<file path="src/design/buck_boost_pi_duty_controller_defines.svh">
// Assertion macros shared by the duty controller RTL.
`ifndef BUCK_BOOST_PI_DUTY_CONTROLLER_DEFINES_SVH
`define BUCK_BOOST_PI_DUTY_CONTROLLER_DEFINES_SVH

// Same-cycle implication, checked on i_clk and disabled while in reset.
`define BBPI_IMPLIES(lbl, ante, cons, msg) \
    lbl: assert property (@(posedge i_clk) disable iff (!i_rst_n) (ante) |-> (cons)) \
        else $error(msg);

// Next-cycle implication, checked on i_clk and disabled while in reset.
`define BBPI_NEXT(lbl, ante, cons, msg) \
    lbl: assert property (@(posedge i_clk) disable iff (!i_rst_n) (ante) |=> (cons)) \
        else $error(msg);

`endif

</file>
<file path="src/design/bbpi_pkg.sv">
// Shared types and constants of the buck/buck-boost duty controller.
package bbpi_pkg;

    localparam int HYST_BAND_DEF   = 50;
    localparam int INTEG_WIDTH_DEF = 24;
    localparam int MODE_CENTER     = 2800;

    localparam int DEN_W  = 29;
    localparam int PROD_W = 28;
    localparam int CFG_W  = 23;

    localparam logic [15:0]      BUCK_FIRST = 16'd1000;
    localparam logic [15:0]      BB_HIGH    = 16'd32000;
    // Period counts times the feedforward volts; the full dividend is this times 2^16.
    localparam logic [DEN_W-1:0] FF_NUM_HI  = 29'd1088000;
    // Twenty volts in the Q16 scale of the product.
    localparam logic [DEN_W-1:0] BB_OFFSET  = 29'd1310720;

    localparam logic [2:0] CFG_TARGET   = 3'd0;
    localparam logic [2:0] CFG_KP       = 3'd1;
    localparam logic [2:0] CFG_KI       = 3'd2;
    localparam logic [2:0] CFG_ILIM     = 3'd3;
    localparam logic [2:0] CFG_BHIGH    = 3'd4;
    localparam logic [2:0] CFG_LOW      = 3'd5;
    localparam logic [2:0] CFG_VSCALE   = 3'd6;
    localparam logic [2:0] CFG_LOOP_EN  = 3'd7;

    typedef struct packed {
        logic [11:0] vin_sample;
        logic [11:0] vout_sample;
    } t_in_req;

    typedef struct packed {
        logic [15:0] compare_first;
        logic [15:0] compare_second;
        logic        boost_mode;
    } t_out_req;

    typedef struct packed {
        logic        done;
        logic [15:0] quot;
    } t_div_stat;

endpackage

</file>
<file path="src/design/bbpi_div.sv">
// Bit-serial restoring divider for the feedforward duty, saturating at 16 bits.
module bbpi_div (
    input  logic                         i_clk,
    input  logic                         i_rst_n,
    input  logic                         i_start,
    input  logic [bbpi_pkg::DEN_W-1:0]   i_divisor,
    output bbpi_pkg::t_div_stat          o_stat
);

    logic                         r_busy;
    logic                         r_done;
    logic [3:0]                   r_cnt;
    logic [bbpi_pkg::DEN_W-1:0]   r_rem;
    logic [bbpi_pkg::DEN_W-1:0]   r_den;
    logic [15:0]                  r_quot;
    logic                         r_sat;

    logic [bbpi_pkg::DEN_W:0]     w_trial;
    logic [bbpi_pkg::DEN_W:0]     w_diff;
    logic                         w_ge;

    always_comb begin
        w_trial = {r_rem, 1'b0};
        w_diff  = w_trial - {1'b0, r_den};
        w_ge    = (w_trial >= {1'b0, r_den});
    end

    always_ff @(posedge i_clk) begin
        if (!i_rst_n) begin
            r_busy <= 1'b0;
            r_done <= 1'b0;
            r_cnt  <= 4'd0;
        end else begin
            r_done <= 1'b0;
            if (i_start) begin
                r_busy <= 1'b1;
                r_cnt  <= 4'd0;
            end else if (r_busy) begin
                r_cnt <= r_cnt + 4'd1;
                if (r_cnt == 4'd15) begin
                    r_busy <= 1'b0;
                    r_done <= 1'b1;
                end
            end
        end
    end

    // The remainder stays below the divisor, so one compare per quotient bit.
    always_ff @(posedge i_clk) begin
        if (i_start) begin
            r_rem  <= bbpi_pkg::FF_NUM_HI;
            r_den  <= i_divisor;
            r_sat  <= (bbpi_pkg::FF_NUM_HI >= i_divisor);
            r_quot <= 16'd0;
        end else if (r_busy) begin
            r_rem  <= w_ge ? w_diff[bbpi_pkg::DEN_W-1:0] : w_trial[bbpi_pkg::DEN_W-1:0];
            r_quot <= {r_quot[14:0], w_ge};
        end
    end

    assign o_stat.done = r_done;
    assign o_stat.quot = r_sat ? 16'hFFFF : r_quot;

endmodule

</file>
<file path="src/design/buck_boost_pi_duty_controller.sv">
// Top level of the buck/buck-boost PI duty controller with feedforward.
// One request carries an input and output voltage sample pair. The block first picks
// buck or buck-boost mode with hysteresis around input code 2800, then runs the
// scaled-input product and the PI sum bit-serially, feeds the product into a
// 16-step serial restoring divider for the feedforward duty and, with the loop
// enabled, adds the PI correction and clamps. A request is accepted only while the
// controller is idle; it then passes through the integrator update, the serial
// multiply, the divider load, the divide steps and their done flag, the correction
// and the clamp, which waits until the output register is free before it loads the
// result. The next request can be accepted in the cycle after the result is loaded.
// The result sits in an output register, so the next request is accepted while it
// waits to be taken. Configuration writes take effect at once and are meant for idle periods.
`include "buck_boost_pi_duty_controller_defines.svh"
module buck_boost_pi_duty_controller #(
    parameter int HYST_BAND   = bbpi_pkg::HYST_BAND_DEF,
    parameter int INTEG_WIDTH = bbpi_pkg::INTEG_WIDTH_DEF
) (
    input  logic                        i_clk,
    input  logic                        i_rst_n,
    input  logic                        i_in_valid,
    output logic                        o_in_stall,
    input  bbpi_pkg::t_in_req           i_in_req,
    output logic                        o_out_valid,
    input  logic                        i_out_stall,
    output bbpi_pkg::t_out_req          o_out_req,
    input  logic                        i_cfg_we,
    input  logic [2:0]                  i_cfg_idx,
    input  logic [bbpi_pkg::CFG_W-1:0]  i_cfg_data
);

    // Integrator sum, PI accumulator and correction widths.
    localparam int BW = INTEG_WIDTH + 1;
    localparam int SW = INTEG_WIDTH + 18;
    localparam int CW = SW - 10;
    localparam int TW = CW + 1;

    localparam logic [11:0] MODE_LO = 12'(bbpi_pkg::MODE_CENTER - HYST_BAND);
    localparam logic [11:0] MODE_HI = 12'(bbpi_pkg::MODE_CENTER + HYST_BAND);

    localparam logic [2:0] S_IDLE  = 3'd0;
    localparam logic [2:0] S_INTEG = 3'd1;
    localparam logic [2:0] S_SER   = 3'd2;
    localparam logic [2:0] S_DLOAD = 3'd3;
    localparam logic [2:0] S_DIV   = 3'd4;
    localparam logic [2:0] S_CORR  = 3'd5;
    localparam logic [2:0] S_CLAMP = 3'd6;

    // Configuration registers.
    logic [11:0] r_target;
    logic [15:0] r_kp;
    logic [15:0] r_ki;
    logic [22:0] r_ilim;
    logic [15:0] r_bhigh;
    logic [15:0] r_low;
    logic [15:0] r_vscale;
    logic        r_loop_en;

    // Control and state.
    logic [2:0]  r_state;
    logic [3:0]  r_cnt;
    logic        r_mode;
    logic signed [INTEG_WIDTH-1:0] r_buck_int;
    logic signed [INTEG_WIDTH-1:0] r_boost_int;
    logic        r_out_valid;

    // Per-request working registers.
    logic [11:0]                  r_vin;
    logic signed [12:0]           r_err;
    logic signed [BW-1:0]         r_acc;
    logic [bbpi_pkg::PROD_W-1:0]  r_prod;
    logic signed [SW-1:0]         r_pi;
    logic [15:0]                  r_ff;
    logic signed [CW-1:0]         r_corr;
    bbpi_pkg::t_out_req           r_out;

    logic                         w_in_acc;
    logic                         w_mode_next;
    logic signed [12:0]           w_err;
    logic signed [INTEG_WIDTH-1:0] w_integ_cur;
    logic signed [BW-1:0]         w_isum;
    logic [32:0]                  w_cap;
    logic [32:0]                  w_lim;
    logic [32:0]                  w_bound33;
    logic signed [BW-1:0]         w_bound;
    logic signed [BW-1:0]         w_acc_sat;
    logic [3:0]                   w_bit;
    logic signed [SW-1:0]         w_term;
    logic [bbpi_pkg::PROD_W-1:0]  w_pp;
    logic [bbpi_pkg::DEN_W-1:0]   w_divisor;
    logic signed [SW-1:0]         w_round;
    logic signed [SW-1:0]         w_qd;
    logic signed [SW-1:0]         w_corr_full;
    logic signed [TW-1:0]         w_total;
    logic [15:0]                  w_high;
    logic signed [TW-1:0]         w_high_t;
    logic signed [TW-1:0]         w_low_t;
    logic [15:0]                  w_duty;
    logic                         w_out_load;
    bbpi_pkg::t_div_stat          w_div;

    assign w_in_acc    = i_in_valid && (r_state == S_IDLE);
    assign o_in_stall  = (r_state != S_IDLE);
    assign w_out_load  = (r_state == S_CLAMP) && (!r_out_valid || !i_out_stall);

    // Hysteresis: low input picks buck-boost, high input picks buck, the band keeps the mode.
    always_comb begin
        if (i_in_req.vin_sample < MODE_LO) begin
            w_mode_next = 1'b1;
        end else if (i_in_req.vin_sample > MODE_HI) begin
            w_mode_next = 1'b0;
        end else begin
            w_mode_next = r_mode;
        end
        w_err = $signed({1'b0, r_target}) - $signed({1'b0, i_in_req.vout_sample});
    end

    // Integrator update with a symmetric bound of min(limit, largest positive value).
    always_comb begin
        w_integ_cur = r_mode ? r_boost_int : r_buck_int;
        w_isum      = BW'(w_integ_cur) + BW'(r_err);
        w_cap       = 33'((64'd1 << (INTEG_WIDTH - 1)) - 64'd1);
        w_lim       = 33'(r_ilim);
        w_bound33   = (w_lim < w_cap) ? w_lim : w_cap;
        w_bound     = signed'(w_bound33[BW-1:0]);
        if (w_isum > w_bound) begin
            w_acc_sat = w_bound;
        end else if (w_isum < -w_bound) begin
            w_acc_sat = -w_bound;
        end else begin
            w_acc_sat = w_isum;
        end
    end

    // Serial step, gain and scale bits taken most significant first.
    always_comb begin
        w_bit  = ~r_cnt;
        w_term = (r_kp[w_bit] ? SW'(r_err) : SW'(0)) + (r_ki[w_bit] ? SW'(r_acc) : SW'(0));
        w_pp   = r_vscale[w_bit] ? bbpi_pkg::PROD_W'(r_vin) : '0;
        w_divisor = r_mode ? ({1'b0, r_prod} + bbpi_pkg::BB_OFFSET) : {1'b0, r_prod};
    end

    // Division by 256 toward zero, then a floor shift by two, folded into one rounded shift.
    always_comb begin
        w_round     = r_pi[SW-1] ? SW'(255) : SW'(0);
        w_qd        = r_pi + w_round;
        w_corr_full = w_qd >>> 10;
    end

    // Clamp of feedforward plus correction in full width; loop off gives bare feedforward.
    always_comb begin
        w_high   = r_mode ? bbpi_pkg::BB_HIGH : r_bhigh;
        w_high_t = signed'(TW'({1'b0, w_high}));
        w_low_t  = signed'(TW'({1'b0, r_low}));
        w_total  = signed'(TW'({1'b0, r_ff})) + TW'(r_corr);
        if (!r_loop_en) begin
            w_duty = r_ff;
        end else if (w_total > w_high_t) begin
            w_duty = w_high;
        end else if (w_total < w_low_t) begin
            w_duty = r_low;
        end else begin
            w_duty = w_total[15:0];
        end
    end

    bbpi_div u_div (
        .i_clk     (i_clk),
        .i_rst_n   (i_rst_n),
        .i_start   (r_state == S_DLOAD),
        .i_divisor (w_divisor),
        .o_stat    (w_div)
    );

    always_ff @(posedge i_clk) begin
        if (!i_rst_n) begin
            r_target  <= 12'd0;
            r_kp      <= 16'd0;
            r_ki      <= 16'd0;
            r_ilim    <= 23'd8388607;
            r_bhigh   <= 16'd54400;
            r_low     <= 16'd0;
            r_vscale  <= 16'd655;
            r_loop_en <= 1'b0;
        end else if (i_cfg_we) begin
            unique case (i_cfg_idx)
                bbpi_pkg::CFG_TARGET:  r_target  <= i_cfg_data[11:0];
                bbpi_pkg::CFG_KP:      r_kp      <= i_cfg_data[15:0];
                bbpi_pkg::CFG_KI:      r_ki      <= i_cfg_data[15:0];
                bbpi_pkg::CFG_ILIM:    r_ilim    <= i_cfg_data[22:0];
                bbpi_pkg::CFG_BHIGH:   r_bhigh   <= i_cfg_data[15:0];
                bbpi_pkg::CFG_LOW:     r_low     <= i_cfg_data[15:0];
                bbpi_pkg::CFG_VSCALE:  r_vscale  <= i_cfg_data[15:0];
                bbpi_pkg::CFG_LOOP_EN: r_loop_en <= i_cfg_data[0];
                default: ;
            endcase
        end
    end

    always_ff @(posedge i_clk) begin
        if (!i_rst_n) begin
            r_state     <= S_IDLE;
            r_cnt       <= 4'd0;
            r_mode      <= 1'b0;
            r_buck_int  <= '0;
            r_boost_int <= '0;
            r_out_valid <= 1'b0;
        end else begin
            if (w_out_load) begin
                r_out_valid <= 1'b1;
            end else if (!i_out_stall) begin
                r_out_valid <= 1'b0;
            end
            unique case (r_state)
                S_IDLE: begin
                    if (w_in_acc) begin
                        r_mode  <= w_mode_next;
                        r_cnt   <= 4'd0;
                        r_state <= S_INTEG;
                    end
                end
                S_INTEG: begin
                    // Only the active mode's integrator moves, and only with the loop closed.
                    if (r_loop_en) begin
                        if (r_mode) begin
                            r_boost_int <= w_acc_sat[INTEG_WIDTH-1:0];
                        end else begin
                            r_buck_int <= w_acc_sat[INTEG_WIDTH-1:0];
                        end
                    end
                    r_state <= S_SER;
                end
                S_SER: begin
                    r_cnt <= r_cnt + 4'd1;
                    if (r_cnt == 4'd15) begin
                        r_state <= S_DLOAD;
                    end
                end
                S_DLOAD: begin
                    r_state <= S_DIV;
                end
                S_DIV: begin
                    if (w_div.done) begin
                        r_state <= S_CORR;
                    end
                end
                S_CORR: begin
                    r_state <= S_CLAMP;
                end
                S_CLAMP: begin
                    if (w_out_load) begin
                        r_state <= S_IDLE;
                    end
                end
                default: begin
                    r_state <= S_IDLE;
                end
            endcase
        end
    end

    always_ff @(posedge i_clk) begin
        if (w_in_acc) begin
            r_vin  <= i_in_req.vin_sample;
            r_err  <= w_err;
            r_prod <= '0;
            r_pi   <= '0;
        end
        if (r_state == S_INTEG) begin
            r_acc <= w_acc_sat;
        end
        if (r_state == S_SER) begin
            r_prod <= {r_prod[bbpi_pkg::PROD_W-2:0], 1'b0} + w_pp;
            r_pi   <= (r_pi <<< 1) + w_term;
        end
        if (r_state == S_DIV && w_div.done) begin
            r_ff <= w_div.quot;
        end
        if (r_state == S_CORR) begin
            r_corr <= w_corr_full[CW-1:0];
        end
        if (w_out_load) begin
            r_out.compare_first  <= r_mode ? w_duty : bbpi_pkg::BUCK_FIRST;
            r_out.compare_second <= w_duty;
            r_out.boost_mode     <= r_mode;
        end
    end

    assign o_out_valid = r_out_valid;
    assign o_out_req   = r_out;

    `BBPI_NEXT(a_accept_starts, i_in_valid && !o_in_stall,
        r_state == S_INTEG, "accept did not start")
    `BBPI_IMPLIES(a_div_done_state, w_div.done,
        r_state == S_DIV, "divider done out of sequence")
    `BBPI_IMPLIES(a_boost_same, r_out_valid && o_out_req.boost_mode,
        o_out_req.compare_first == o_out_req.compare_second, "boost compares differ")
    `BBPI_IMPLIES(a_buck_first, r_out_valid && !o_out_req.boost_mode,
        o_out_req.compare_first == bbpi_pkg::BUCK_FIRST, "buck first compare wrong")

endmodule

</file>
<file path="config.mk">
export PLATFORM = sky130hd
export DESIGN_NAME = buck_boost_pi_duty_controller
export DESIGN_NICKNAME = d
export VERILOG_FILES = /design/src/design/bbpi_pkg.sv /design/src/design/bbpi_div.sv /design/src/design/buck_boost_pi_duty_controller.sv
export VERILOG_INCLUDE_DIRS = /design/src /design/src/design
export SDC_FILE = /design/constraint.sdc
export NUM_CORES = 1
export LEC_CHECK = 0
export BUFFER_PORTS_ARGS = -buffer_cell sky130_fd_sc_hd__buf_2
export CORE_ASPECT_RATIO = 1.2
export CORE_UTILIZATION = 50
export CTS_CLUSTER_SIZE = 14
export DETAILED_ROUTE_END_ITERATION = 16
export GPL_TIMING_DRIVEN = 0
export PLACE_DENSITY_LB_ADDON = 0.05
export SLEW_MARGIN = 0
export SYNTH_ARGS = -nofsm -noshare
export SYNTH_HDL_FRONTEND = slang
export SYNTH_HIERARCHICAL = 1
export SYNTH_SLANG_ARGS = --single-unit
</file>
<file path="constraint.sdc">
create_clock -name i_clk -period 7.55 [get_ports i_clk]
set_input_delay 1.51 -clock i_clk [delete_from_list [all_inputs] [get_ports i_clk]]
set_output_delay 1.51 -clock i_clk [all_outputs]
set_load 0.02 [all_outputs]
</file>
==> impl_metrics.py <==
metrics = {
    "status": {
        "status": "completed",
    },
    "placement": {
        "post-dp-hpwl_um": 77800,
        "port_buffers": 88,
        "dp_slack_ps": -1690,
        "place_inst": 4182,
        "gp_congestion": 0.978,
    },
    "timing": {
        "slew_viol_final": 0,
        "setup_ws_ps": 108,
        "slew_headroom": 0.0966,
        "period_share": 0.986,
        "finalCriticalPeriod_ps": 7440,
        "tns_ps": 0,
        "final-hold-violation-count": 0,
        "finalSetupViolations": 0,
        "worst_pin_slew_ps": 1350,
        "fmax_ghz": 0.134,
        "rsz0062_at_grt": "no",
        "fin_worst_skew_ps": 50.9,
    },
    "worst_hold_path": {
        "min_path_type": "flip-flop to flip-flop",
    },
    "drt": {
        "wl_per_cell_um": 23.1,
        "routed_via_density": 6.05,
        "dr.pass1.iters": 9,
        "ant_nets": 0,
        "drt_iter0_markers": 2172,
        "drc": 0,
        "wl_um": 98700,
        "vias": 25875,
    },
    "final_layout": {
        "synthToLayoutAreaGrowth_pct": 11.3,
        "drive_gt1_frac": 0.104,
        "mostFrequentLayoutCells": "409 x nand2_1, 231 x edfxtp_1, 223 x dfxtp_1",
        "finalNetCount": 3753,
        "n_antenna_cell": 0,
        "final_cells": 4280,
        "mostFrequentLayoutCell": "nand2_1",
    },
    "grt": {
        "grt_pass1_wl_um": 150000,
        "antenna_found_initial": 2,
        "grt.overflow.total": 0,
        "track_usage": 0.319,
        "grt_max_degree": 54,
        "grt_pass1_vias": 25471,
    },
    "logic_synthesis": {
        "synth_seq_cells": 455,
        "synth-main-ff-cell": "edfxtp_1",
        "synth-async-reset-ratio": 0,
        "synth.distinct_cells": 99,
        "synth_edf_count": 231,
        "netlist_instances": 3288,
        "yosysWarningCount": 6,
        "synth_nets": 3604,
        "synth.cell_area_mm2": 0.0304,
        "syn_area_per_cell_um2": 9.25,
        "ys_seq_area_frac": 0.376,
    },
    "pwr": {
        "power_leakage_nw": 13.5,
        "power_frac_seq": 0.385,
        "p_comb_frac": 0.284,
        "power_w": 0.00795,
        "peakVddDrop_mv": 0.164,
        "switching_share": 0.341,
        "clkPwrFrac": 0.331,
        "switching_power_w": 0.00271,
        "powerDensity_mw_per_mm2": 235,
        "power.internal_w": 0.00524,
    },
    "critical_path": {
        "end_kind": "flip-flop",
        "crit_arrival_ps": 7740,
        "max_stage_delay_ps": 550,
        "crit_buf_inv": 5,
        "path_class": "flip-flop to flip-flop",
        "startpoint_type": "flip-flop",
        "crit_fanout": 10,
        "cp_slowest_cell": "dfxtp_2",
        "crit_family": "compound AO/OA/AOI/OAI gates",
        "worstPathCellList": "buf_4 > clkbuf_4 > mux2_2 > ha_1 > o211ai_1 > o21ai_0 > o311ai_2 > buf_4 > xnor2_1 > ha_1 > a2111oi_1 > nand2_1 > a31oi_1 > o31ai_1 > a32oi_1 > o2111ai_1 > maj3_1 > or3_1 > clkbuf_1 > nand2_1 > buf_2 > mux2i_1 > a22oi_1",
        "regToRegSetupSlack_ps": 110,
        "cp_data_required_time_ps": 7850,
    },
    "die": {
        "core-area_mm2": 0.0598,
        "die-area_mm2": 0.0618,
        "ios": 90,
        "die_w_um": 227,
        "std_cell_rows": 98,
        "die_h_um": 272,
        "initial_core_util": 0.508,
    },
    "clocking": {
        "cts_tree": "done",
        "path_clk_slew_ps": 70,
        "hold_buffers": 0,
        "root_buffer": "clkbuf_16",
        "htreeDepth": 2,
        "worstSkewPairLatency_ps": 650,
        "cts_buffer_depth": 3,
        "clock-sinks": 455,
        "cts_inserted_buffers": 51,
    },
    "run": {
        "cap_viol_max_count": 0,
    },
}
[synthesized netlist by cell type (all sizes together) (97+ instances only)]
cell type	instances	share of area
o21ai	156	0.026
dfxtp	224	0.15
nand3	130	0.022
edfxtp	231	0.23
inv	143	0.018
nor2	219	0.027
nand2	418	0.052
xnor2	115	0.033
ha	215	0.088
clkbuf	113	0.014
a21oi	173	0.029
a21boi	97	0.024
[cell type report]
type	count	area, um2
clock buffer	66	1400
multi-input combinational	2535	17900
sequential	455	11400
tap	800	1000
buffer	152	703
timing repair buffer	96	557
fill	5464	26000
clock inverter	30	359
inverter	146	548
[registers in the layout, summed over array words and instances, names as in the netlist, 24 cells and up]
register	flops
r_prod	28
u_div/r_den	29
r_buck_int	24
r_corr	32
r_pi	42
r_boost_int	24
o_out_req	33
r_acc	25
u_div/r_rem	29
[logic make-up (layout without fill, tap and decap cells)]
kind of cell,after synthesis,count (layout),share of synthesized area
XOR/XNOR,173,173,0.0503
adder cells (fa/ha/maj),263,263,0.119
AO/OA/AOI/OAI,817,817,0.186
AND/OR/NAND/NOR,1191,1191,0.190
buffers and inverters,298,490,0.0404
flip-flops,455,455,0.376
multiplexers,91,91,0.0373
[power by group through the flow]
stage               combinational [W]  clock (W)  sequential, W
global route                  0.00247    0.00276        0.00309
CTS                           0.00223    0.00267        0.00306
finish                        0.00226    0.00263        0.00306
detailed placement            0.00221          0        0.00311
global placement              0.00217          0        0.00312
floorplan                     0.00162          0        0.00304
[repair_timing]
item,in CTS,in global routing
setup endpoints to repair,73,59
pin swaps,0,2
resized for setup,16,20
setup buffers,0,2
hold endpoints to repair,0,0
[stage by stage]
stage / hold WS [ps] / utilization / area (um2)
after floorplan: 435 / - / 30400
after global placement: 447 / 0.532 / 31800
after detailed placement: 459 / 0.534 / 32000
after CTS: 468 / 0.564 / 33800
after global routing: 484 / 0.566 / 33800
final: 464 / 0.566 / 33800
[worst min-delay path, stage by stage (launching register included)]
cell and delay [ps]:
dfxtp_1 310, nand2_1 40, a21boi_0 60
[layer usage]
metal  GRT usage  part of all wire
met5           0                 0
met4       0.144             0.046
met3      0.0346             0.047
met2       0.558              0.50
met1       0.391              0.41
[path summary, 6_finish.rpt]
path           start         to  cells past startpoint
max           r_mode  r_acc[14]                     23
min          r_kp[7]    r_kp[7]                      2
max reg2reg   r_mode  r_acc[14]                     23
min reg2reg  r_kp[7]    r_kp[7]                      2
(Power assumes the default switching activity.)
